**src/mrumtf_pkg.sv**
```systemverilog
`timescale 1ns / 1ps
`default_nettype none

package mrumtf_pkg;

   // Fixed field widths of the request and response beats.
   localparam int REQ_TYPE_W = 2;
   localparam int POS_W      = 4;
   localparam int CNT_OUT_W  = 5;
   localparam int CSR_W      = 5;

   // Request kinds carried in req_tuser.
   localparam logic [REQ_TYPE_W-1:0] REQ_ADD     = 2'd0;
   localparam logic [REQ_TYPE_W-1:0] REQ_PROMOTE = 2'd1;
   localparam logic [REQ_TYPE_W-1:0] REQ_REMOVE  = 2'd2;
   localparam logic [REQ_TYPE_W-1:0] REQ_READ    = 2'd3;

   // Capacity after reset.
   localparam int CAP_RESET = 8;

   typedef enum logic [0:0] {
      ST_IDLE,
      ST_EXEC
   } state_type;

   // Controller to datapath.
   typedef struct packed {
      logic load;   // latch the request beat
      logic exec;   // update the list and load the response register
   } cmd_type;

   // Datapath to controller.
   typedef struct packed {
      logic out_busy;   // response register holds a beat that is not taken this cycle
   } stat_type;

endpackage

`default_nettype wire

```
**src/mru_list_move_to_front_core.sv**
```systemverilog
`timescale 1ns / 1ps
`default_nettype none

// Channel   Direction  Handshake              Beat contents
// req_      in         req_tvalid/req_tready  tdata: key, position; tuser: request kind
// rsp_      out        rsp_tvalid/rsp_tready  tdata: ok, hit, found_position, key_out, count
// csr_      in         csr_tvalid/csr_tready  tdata: capacity (always ready)
//
// Each request is handled in turn: the beat is captured in ST_IDLE, and in ST_EXEC the
// whole row of cells is compared in parallel and shifted, and the response register loads.
// If the response register still holds an untaken beat, the update waits for it.
// Reset empties the list and sets the capacity to eight (or the built depth if smaller).
// A capacity write also empties the list.

module mru_list_move_to_front_core
   import mrumtf_pkg::*;
#(
   parameter int MAX_ENTRIES = 16,
   parameter int KEY_BITS    = 32
)
(
   input  wire logic                  clock,
   input  wire logic                  reset,
   // key in [KEY_BITS-1:0], position above it, zero padded to bytes
   input  wire logic [((KEY_BITS + POS_W + 7) / 8) * 8 - 1:0] req_tdata,
   // request kind: add, promote, remove, read
   input  wire logic [REQ_TYPE_W-1:0] req_tuser,
   input  wire logic                  req_tvalid,
   output logic                      req_tready,
   // ok [0], hit [1], found_position [5:2], key_out, count, zero padded to bytes
   output logic [((KEY_BITS + 2 + POS_W + CNT_OUT_W + 7) / 8) * 8 - 1:0] rsp_tdata,
   output logic                      rsp_tvalid,
   input  wire logic                  rsp_tready,
   // capacity
   input  wire logic [CSR_W-1:0]      csr_tdata,
   input  wire logic                  csr_tvalid,
   output logic                      csr_tready
);

   localparam int IN_W  = ((KEY_BITS + POS_W + 7) / 8) * 8;
   localparam int OUT_W = ((KEY_BITS + 2 + POS_W + CNT_OUT_W + 7) / 8) * 8;

   cmd_type  cmd;
   stat_type stat;

   // The controller sequences capture and update of one request at a time.
   mrumtf_ctrl u_ctrl (
      .clock      (clock),
      .reset      (reset),
      .req_tvalid (req_tvalid),
      .req_tready (req_tready),
      .stat       (stat),
      .cmd        (cmd)
   );

   // The datapath holds the cell row, count, capacity and the response register.
   mrumtf_dpath #(
      .MAX_ENTRIES (MAX_ENTRIES),
      .KEY_BITS    (KEY_BITS),
      .IN_W        (IN_W),
      .OUT_W       (OUT_W)
   ) u_dpath (
      .clock      (clock),
      .reset      (reset),
      .cmd        (cmd),
      .stat       (stat),
      .req_tdata  (req_tdata),
      .req_tuser  (req_tuser),
      .rsp_tvalid (rsp_tvalid),
      .rsp_tready (rsp_tready),
      .rsp_tdata  (rsp_tdata),
      .csr_tvalid (csr_tvalid),
      .csr_tready (csr_tready),
      .csr_tdata  (csr_tdata)
   );

endmodule

`default_nettype wire

```
**src/mrumtf_ctrl.sv**
```systemverilog
`timescale 1ns / 1ps
`default_nettype none

module mrumtf_ctrl
   import mrumtf_pkg::*;
(
   input  wire logic     clock,
   input  wire logic     reset,
   input  wire logic     req_tvalid,
   output logic          req_tready,
   input  wire stat_type stat,
   output cmd_type       cmd
);

   state_type state_ff;
   state_type state_in;

   always_ff @(posedge clock) begin
      if (reset) begin
         state_ff <= ST_IDLE;
      end else begin
         state_ff <= state_in;
      end
   end

   always_comb begin
      state_in = state_ff;
      case (state_ff)
         ST_IDLE: begin
            if (req_tvalid) begin
               state_in = ST_EXEC;
            end
         end
         ST_EXEC: begin
            if (!stat.out_busy) begin
               state_in = ST_IDLE;
            end
         end
         default: begin
            state_in = ST_IDLE;
         end
      endcase
   end

   always_comb begin
      req_tready = 1'b0;
      cmd        = '0;
      case (state_ff)
         ST_IDLE: begin
            req_tready = 1'b1;
            cmd.load   = req_tvalid;
         end
         ST_EXEC: begin
            cmd.exec = !stat.out_busy;
         end
         default: begin
            req_tready = 1'b0;
         end
      endcase
   end

endmodule

`default_nettype wire

```
**src/mrumtf_dpath.sv**
```systemverilog
`timescale 1ns / 1ps
`default_nettype none

module mrumtf_dpath
   import mrumtf_pkg::*;
#(
   parameter int MAX_ENTRIES = 16,
   parameter int KEY_BITS    = 32,
   parameter int IN_W        = ((KEY_BITS + POS_W + 7) / 8) * 8,
   parameter int OUT_W       = ((KEY_BITS + 2 + POS_W + CNT_OUT_W + 7) / 8) * 8
)
(
   input  wire logic                  clock,
   input  wire logic                  reset,
   input  wire cmd_type               cmd,
   output stat_type                  stat,
   input  wire logic [IN_W-1:0]       req_tdata,
   input  wire logic [REQ_TYPE_W-1:0] req_tuser,
   output logic                      rsp_tvalid,
   input  wire logic                  rsp_tready,
   output logic [OUT_W-1:0]          rsp_tdata,
   input  wire logic                  csr_tvalid,
   output logic                      csr_tready,
   input  wire logic [CSR_W-1:0]      csr_tdata
);

   localparam int IDX_W   = $clog2(MAX_ENTRIES);
   localparam int CW      = $clog2(MAX_ENTRIES + 1);
   localparam int CAP_RST = (CAP_RESET > MAX_ENTRIES) ? MAX_ENTRIES : CAP_RESET;

   // Latched request.
   logic [REQ_TYPE_W-1:0] kind_ff;
   logic [KEY_BITS-1:0]   key_ff;
   logic [POS_W-1:0]      pos_ff;

   // List cells, position 0 is the newest entry.
   logic [KEY_BITS-1:0] cells_ff [MAX_ENTRIES];
   logic [KEY_BITS-1:0] cells_in [MAX_ENTRIES];

   logic [CW-1:0] count_ff, count_in;
   logic [CW-1:0] cap_ff, cap_in;

   logic             rsp_valid_ff, rsp_valid_in;
   logic [OUT_W-1:0] rsp_data_ff, rsp_data_in;

   logic [MAX_ENTRIES-1:0] hit_vec;
   logic                   hit_any;
   logic [IDX_W-1:0]       hit_idx;
   logic [IDX_W-1:0]       sel_idx;
   logic [KEY_BITS-1:0]    sel_key;
   logic                   pos_ok;
   logic                   ok;
   logic                   hit;
   logic [POS_W-1:0]       found;
   logic [KEY_BITS-1:0]    key_out;

   assign csr_tready = 1'b1;
   assign stat.out_busy = rsp_valid_ff && !rsp_tready;
   assign rsp_tvalid = rsp_valid_ff;
   assign rsp_tdata  = rsp_data_ff;

   // Parallel compare against every valid cell, lowest position wins.
   always_comb begin
      hit_idx = '0;
      for (int i = 0; i < MAX_ENTRIES; i++) begin
         hit_vec[i] = (cells_ff[i] == key_ff) && (32'(i) < 32'(count_ff));
      end
      for (int i = MAX_ENTRIES - 1; i >= 0; i--) begin
         if (hit_vec[i]) begin
            hit_idx = IDX_W'(i);
         end
      end
   end

   assign hit_any = |hit_vec;
   assign pos_ok  = 32'(pos_ff) < 32'(count_ff);
   assign sel_idx = IDX_W'(pos_ff);
   assign sel_key = cells_ff[sel_idx];

   always_comb begin
      for (int i = 0; i < MAX_ENTRIES; i++) begin
         cells_in[i] = cells_ff[i];
      end
      count_in = count_ff;
      ok       = 1'b0;
      hit      = 1'b0;
      found    = '0;
      key_out  = '0;
      case (kind_ff)
         REQ_ADD: begin
            // A hit rotates cells up to the hit position; a miss shifts the whole row
            // and drops the oldest cell. Either way the key lands at the front.
            for (int i = 1; i < MAX_ENTRIES; i++) begin
               if (!hit_any || (32'(i) <= 32'(hit_idx))) begin
                  cells_in[i] = cells_ff[i-1];
               end
            end
            cells_in[0] = key_ff;
            ok = 1'b1;
            if (hit_any) begin
               hit   = 1'b1;
               found = POS_W'(hit_idx);
            end else if (count_ff < cap_ff) begin
               count_in = count_ff + 1'b1;
            end
         end
         REQ_PROMOTE: begin
            if (pos_ok) begin
               for (int i = 1; i < MAX_ENTRIES; i++) begin
                  if (32'(i) <= 32'(sel_idx)) begin
                     cells_in[i] = cells_ff[i-1];
                  end
               end
               cells_in[0] = sel_key;
               ok = 1'b1;
            end
         end
         REQ_REMOVE: begin
            if (pos_ok) begin
               for (int i = 0; i < MAX_ENTRIES - 1; i++) begin
                  if (32'(i) >= 32'(sel_idx)) begin
                     cells_in[i] = cells_ff[i+1];
                  end
               end
               count_in = count_ff - 1'b1;
               ok = 1'b1;
            end
         end
         REQ_READ: begin
            if (pos_ok) begin
               key_out = sel_key;
               ok      = 1'b1;
            end
         end
         default: begin
            ok = 1'b0;
         end
      endcase
   end

   // Capacity write: clamp into 1..MAX_ENTRIES.
   always_comb begin
      if (csr_tdata == '0) begin
         cap_in = CW'(1);
      end else if (32'(csr_tdata) > 32'(MAX_ENTRIES)) begin
         cap_in = CW'(MAX_ENTRIES);
      end else begin
         cap_in = CW'(csr_tdata);
      end
   end

   always_comb begin
      rsp_valid_in = rsp_valid_ff;
      if (cmd.exec) begin
         rsp_valid_in = 1'b1;
      end else if (rsp_tready) begin
         rsp_valid_in = 1'b0;
      end
      rsp_data_in = OUT_W'({CNT_OUT_W'(count_in), key_out, found, hit, ok});
   end

   always_ff @(posedge clock) begin
      if (reset) begin
         count_ff     <= '0;
         cap_ff       <= CW'(CAP_RST);
         rsp_valid_ff <= 1'b0;
      end else begin
         rsp_valid_ff <= rsp_valid_in;
         if (csr_tvalid && csr_tready) begin
            cap_ff   <= cap_in;
            count_ff <= '0;
         end else if (cmd.exec) begin
            count_ff <= count_in;
         end
      end
   end

   always_ff @(posedge clock) begin
      if (cmd.load) begin
         kind_ff <= req_tuser;
         key_ff  <= req_tdata[KEY_BITS-1:0];
         pos_ff  <= req_tdata[KEY_BITS+POS_W-1:KEY_BITS];
      end
      if (cmd.exec) begin
         rsp_data_ff <= rsp_data_in;
         for (int i = 0; i < MAX_ENTRIES; i++) begin
            cells_ff[i] <= cells_in[i];
         end
      end
   end

endmodule

`default_nettype wire
```
**config.mk**
```make
export PLATFORM = sky130hd
export DESIGN_NAME = mru_list_move_to_front_core
export DESIGN_NICKNAME = d
export VERILOG_FILES = /design/src/mrumtf_pkg.sv /design/src/mru_list_move_to_front_core.sv /design/src/mrumtf_ctrl.sv /design/src/mrumtf_dpath.sv
export SDC_FILE = /design/constraint.sdc
export NUM_CORES = 2
export LEC_CHECK = 0
export BUFFER_PORTS_ARGS = -buffer_cell sky130_fd_sc_hd__buf_2
export CORE_ASPECT_RATIO = 1.4
export CORE_MARGIN = 10
export CORE_UTILIZATION = 32
export CTS_BUF_LIST = sky130_fd_sc_hd__clkbuf_8
export DETAILED_ROUTE_END_ITERATION = 10
export SYNTH_ARGS = -nofsm -noshare
export SYNTH_HDL_FRONTEND = slang
export SYNTH_SLANG_ARGS = --single-unit
```
**constraint.sdc**
```tcl
create_clock -name clock -period 8.3 [get_ports clock]
set_input_delay 0.83 -clock clock [delete_from_list [all_inputs] [get_ports clock]]
set_output_delay 0.83 -clock clock [all_outputs]
set_load 0.005 [all_outputs]
```
; Yosys cells after proc, flatten, opt, wreduce, memory -nomap -nowiden
; Memories as Yosys holds them, arrays and structs flattened. A register that Yosys moved wholly into a read port is not among the register bits.
; Cells that the tools add are included.
[word_totals]
regBits = 93
mem_bits_rw = 512
inputBits = 52
output_inout_bits = 51
mem_count = 1
[classes]
add_sub_neg = 2
magnitude_cmp = 64
eq_ne = 19
muxes = 85
n_bitwise = 1
n_reduce_logical = 43
[memory_table]
columns = name, depth, word_bits, read_ports, rd_clocked_by_memory_dff, wr, line
row1 = u_dpath.cells_ff, 16, 32, 17, 1, 16, mrumtf_dpath.sv:37  ; logic [KEY_BITS-1:0] cells_ff [MAX_ENTRIES];
[op_table]
columns = operator, count
row1 = two-way mux 32 bit, 45
row2 = case mux 480 bit (3 select lines), 1
row3 = equality test 32 bit, 16
row4 = two-way mux 512 bit, 1
row5 = two-way mux 480 bit, 1
row6 = two-way mux 4 bit, 17
row7 = less-or-equal comparator 4 bit (first input constant), 16
row8 = case mux 32 bit (2 select lines), 1
row9 = < comparator 4 x 5 -> 1 bit (first input constant), 8
row10 = less-or-equal comparator 3 x 4 -> 1 bit (first input constant), 8
row11 = greater-or-equal comparator 4 bit (first input constant), 7
row12 = two-way mux 5 bit, 5
row13 = < comparator 3 x 5 -> 1 bit (first input constant), 4
row14 = logical AND 1 bit, 17
row15 = greater-or-equal comparator 3 x 4 -> 1 bit (first input constant), 4
row16 = less-or-equal comparator 2 x 4 -> 1 bit (first input constant), 4
row17 = OR reduction 16 bit, 1
row18 = logical OR 1 bit, 15
row19 = two-way mux 1 bit, 11
row20 = < comparator 1 x 5 -> 1 bit (first input constant), 2
row21 = < comparator 2 x 5 -> 1 bit (first input constant), 2
row22 = case mux 5 bit (2 select lines), 1
row23 = greater-or-equal comparator 1 x 4 -> 1 bit (first input constant), 2
row24 = greater-or-equal comparator 2 x 4 -> 1 bit (first input constant), 2
row25 = other kinds (17), 23

; Depth between registers and ports, before layout
; An unclocked memory read counts as a cell.
[depth]
ltp_word = 23
depth_mapped = 12
mapped_depth_nobuf = 10

; By module
; A second synthesis with hierarchy kept.
[hier_totals]
hier_cells = 2853
area_unflattened_um2 = 36465.0
[modules_own_cells]
columns = mod, n_inst, cells_per_inst, area_each_um2, seq_area_each_um2
row1 = mrumtf_dpath, 1, 2847, 36414.9, 18107.4
row2 = mrumtf_ctrl, 1, 6, 50.0, 20.0

; Worst setup path before layout
; No wires, ideal clock.
[synth_path]
kind = register to register
from = reg u_dpath.count_ff[1] (netlist name)
to = mem u_dpath.cells_ff[7][0], enable pin
arrival_ns = 4.685
t_required_ns = 7.830
setup_slack_ns = 3.145
stages_incl_launch_ff = 12
path_buffers = 1
period_less_slack_ns = 5.155
cell_sequence = dfxtp_1 -> clkbuf_1 -> inv_1 -> ha_1 -> a21o_1 -> a21o_1 -> a21oi_1 -> nor3_1 -> a211o_1 -> a21oi_1 -> nand2_1 -> a211oi_1
[synth_rtl]
columns = item, line
row1 = end: declaration, mrumtf_dpath.sv:37

==> results.toml <==
[synthesis]
yosys_warnings = 0
synth-simple-area-share = 0.1032
synth_xor_area_frac = 0.1233
synth-main-ff-cell = "edfxtp_1"
async_flop_share = 0
ys_ff_latch = 609
synth_top_family_by_area = "compound AO/OA/AOI/OAI gates"
ys_types = 85
synth-compound-area-share = 0.1333
ys_seq_area_frac = 0.4963
yosys.area_share.adder = 0.005138
avgSynthCellArea_um2 = 12.84
synth_area_mm2 = 0.03653
synthMuxAreaShare = 0.1002
synth_edf_count = 593
postSynthCellCount = 2845

[placement]
dp_hpwl_mm = 114.9
portBuffers = 92
gp_congestion = 0.9925
placed_cells = 4244

[run_status]
violations = "capacitance limit, slew limit"
status = "finished with violations"

[cts]
cts_hold_buffers = 0
clk_latency_ps = 820
clockRootBuffer = "clkbuf_8"
cts_resized = 0
postCtsSetupBuffers = 0
clock_path_buffers = 3
numCtsBuffers = 101
cts.htree.levels = 3
cts.sink_count = 609
clkTransAtPathRegs_ps = 70
cts_tree = "built"

[timing]
final-max-slew-violation-count = 3
setup-tns-final_ps = 0
finalSetupViolations = 0
worstMarginPinSlew_ps = 1529
rsz0062_at_grt = "no"
finalHoldViolCount = 0
post-route-period-util = 0.6083
relSlewSlack = -0.02676
min_period_ps = 5049
clock.fmax_mhz = 198.1
finClkSkew_ps = 52.23

[worst_setup_path]
crit_arrival_ps = 5440
ff2ff_path_depth = 9
cp_max_fo = 32
start_kind = "flip-flop"
crit_required_ps = 8690
critPathMaxStageDelay_ps = 880
worst-path-buf-inv = 0
endpoint_kind = "flip-flop"
cp_num_cells = 9
path_class = "reg2reg"
path_cells = "xnor2_1 -> nand2_1 -> nor4_1 -> nand3_1 -> a211oi_1 -> nor3_1 -> o221ai_2 -> nor3_1 -> nor2_4"
worst_path_most_repeated_cell = "nor3_1"
cpLargestDelayFamily = "simple AND/OR/NAND/NOR gates"
crit_slowest_cell = "xnor2_1"

[floorplanning]
start_util = 0.3225
die_h_um = 419.7
fp.dieW_um = 305.5
core_mm2 = 0.1133
rows = 146
ios = 103
die_area_mm2 = 0.1282

[layout]
drive_gt1_frac = 0.1707
multiInputGateArea_mm2 = 0.01716
utilization = 0.3540
area_growth_pct = 9.780
final_nets = 2934
layout.cells.non_filler = 4433
fillers = 11190
seqCellArea_mm2 = 0.01814

[power_and_ir_drop]
finalPower_w = 0.007961
ir_drop_v = 0.0001162
leakage_nw = 13.29
pwr_density_cell_mw_per_mm2 = 198.6

[job]
drv_cap = 1

[drt]
routed_via_density = 6.081
postRouteAntennaNets = 0
met2_length_mm = 73.87
wl_met1_mm = 53.80
drt_wl_total_mm = 152.6
drt_pass1_iterations = 6
drt-initial-drc-count = 3227
route.detailed.drc = 0
top_layer_used = "met4"
routedWlPerCell_um = 34.42
dr_wl_met3_mm = 7.811
vias = 26960

[hold_path]
hp-class = "in2reg"
hold_path_depth = 1

[grt]
grt_overflow_total = 0
grt_pass1_wl_mm = 209.1
grt_max_degree = 217
grt_antenna_before_repair = 3
grt_pass1_vias = 26550
grt_usage = 0.2301
==> synthesized netlist by cell type (3+ instances only) <==
| cell type | instances | share of area |
|---|---|---|
| a21oi_1 | 19 | 0.0026 |
| a21o_1 | 9 | 0.0018 |
| nor2b_1 | 6 | 0.0010 |
| or3_1 | 10 | 0.0017 |
| o21ai_0 | 53 | 0.0073 |
| buf_6 | 32 | 0.0099 |
| buf_2 | 5 | 0.00069 |
| and3_1 | 38 | 0.0065 |
| nor4_1 | 126 | 0.022 |
| mux4_2 | 160 | 0.099 |
| xnor2_1 | 239 | 0.057 |
| buf_1 | 24 | 0.0025 |
| nor2_1 | 54 | 0.0055 |
| nor3b_1 | 9 | 0.0018 |
| o211ai_1 | 4 | 0.00082 |
| buf_4 | 40 | 0.0082 |
| o41ai_1 | 3 | 0.00072 |
| nor4b_1 | 4 | 0.00096 |
| inv_1 | 20 | 0.0021 |
| nand2_1 | 178 | 0.018 |
| nand4bb_1 | 3 | 0.00092 |
| dfxtp_1 | 16 | 0.0088 |
| or4_1 | 5 | 0.0010 |
| mux2_2 | 4 | 0.0012 |
| nand3_1 | 40 | 0.0055 |
| a211oi_1 | 6 | 0.0012 |
| a21boi_0 | 4 | 0.00082 |
| xor2_1 | 275 | 0.066 |
| clkbuf_1 | 147 | 0.015 |
| ha_1 | 15 | 0.0051 |
| edfxtp_1 | 593 | 0.49 |
| a31oi_1 | 7 | 0.0012 |
| nor3_1 | 43 | 0.0059 |
| nand4_1 | 123 | 0.021 |
| nand4b_1 | 6 | 0.0014 |
| a22o_1 | 448 | 0.11 |
| nand2b_1 | 14 | 0.0024 |
==> sequential cells by signal (all words and copies together), names as in the netlist, named ones only <==
name,flops
u_dpath.key_ff,32
u_dpath.kind_ff,2
u_dpath.count_ff,5
u_dpath.cells_ff,512
u_dpath.cap_ff,5
u_dpath.rsp_tdata,43
u_dpath.pos_ff,4
u_ctrl.state_ff,1
u_dpath.rsp_tvalid,1
==> path summary, 6_finish.rpt <==
path	startpoint	end	slack, ps
min reg2reg	u_dpath.cap_ff[0]	u_dpath.cap_ff[0]	470
min	req_tdata[8]	u_dpath.key_ff[8]	190
max	u_dpath.key_ff[16]	u_dpath.cells_ff[5][6]	3250
max reg2reg	u_dpath.key_ff[16]	u_dpath.cells_ff[5][6]	3250
==> per-stage QoR <==
stage	worst slack, ps	hold slack [ps]	area [µm²]
6_report	3251	186.6	40100
3_3_place_gp	3412	452.3	38240
3_5_place_dp	3389	461.6	38240
5_1_grt	3274	140.3	40100
4_1_cts	3349	111.8	40090
2_1_floorplan	3145	433.0	36540
==> logic make-up (layout without fill, tap and decap cells) <==
| family | Yosys count | count (layout) |
|---|---|---|
| multiplexers | 165 | 165 |
| XOR/XNOR | 514 | 514 |
| flip-flops | 609 | 609 |
| adder cells (fa/ha/maj) | 15 | 15 |
| buffers and inverters | 268 | 371 |
| other | 2 | 7 |
| AO/OA/AOI/OAI | 589 | 589 |
| AND/OR/NAND/NOR | 683 | 683 |
==> cell type report <==
type | instances | share of cell area
antenna | 1 | 0.00006241
sequential | 609 | 0.4523
clock inverter | 85 | 0.01089
inverter | 20 | 0.001872
tap | 1480 | 0.04618
clock buffer | 103 | 0.03535
timing repair buffer | 163 | 0.02540
multi-input combinational | 1972 | 0.4279
==> metal layers <==
metal | vias up | GRT usage
li1 | 11350 | -
met1 | 13830 | 0.2510
met2 | 1377 | 0.3831
met3 | 404 | 0.02785
met4 | 0 | 0.2265
met5 | - | 0
==> cells in the final DEF (no fill, tap or decap), types with 52 or more instances in the layout <==
cell	count
xor2_1	275
mux4_2	160
buf_2	92
inv_1	52
o21ai_0	53
a22o_1	448
edfxtp_1	593
nor4_1	126
nand2_1	178
buf_4	69
nand4_1	123
clkbuf_8	103
xnor2_1	239
==> power breakdown <==
| group | leakage (nW) | internal [W] | switching (W) |
|---|---|---|---|
| registers | 5.60 | 0.00358 | 0.000172 |
| clock network | 1.06 | 0.00122 | 0.00137 |
| logic | 6.63 | 0.000580 | 0.00104 |
No activity file was read; power rests on OpenSTA's default activity.
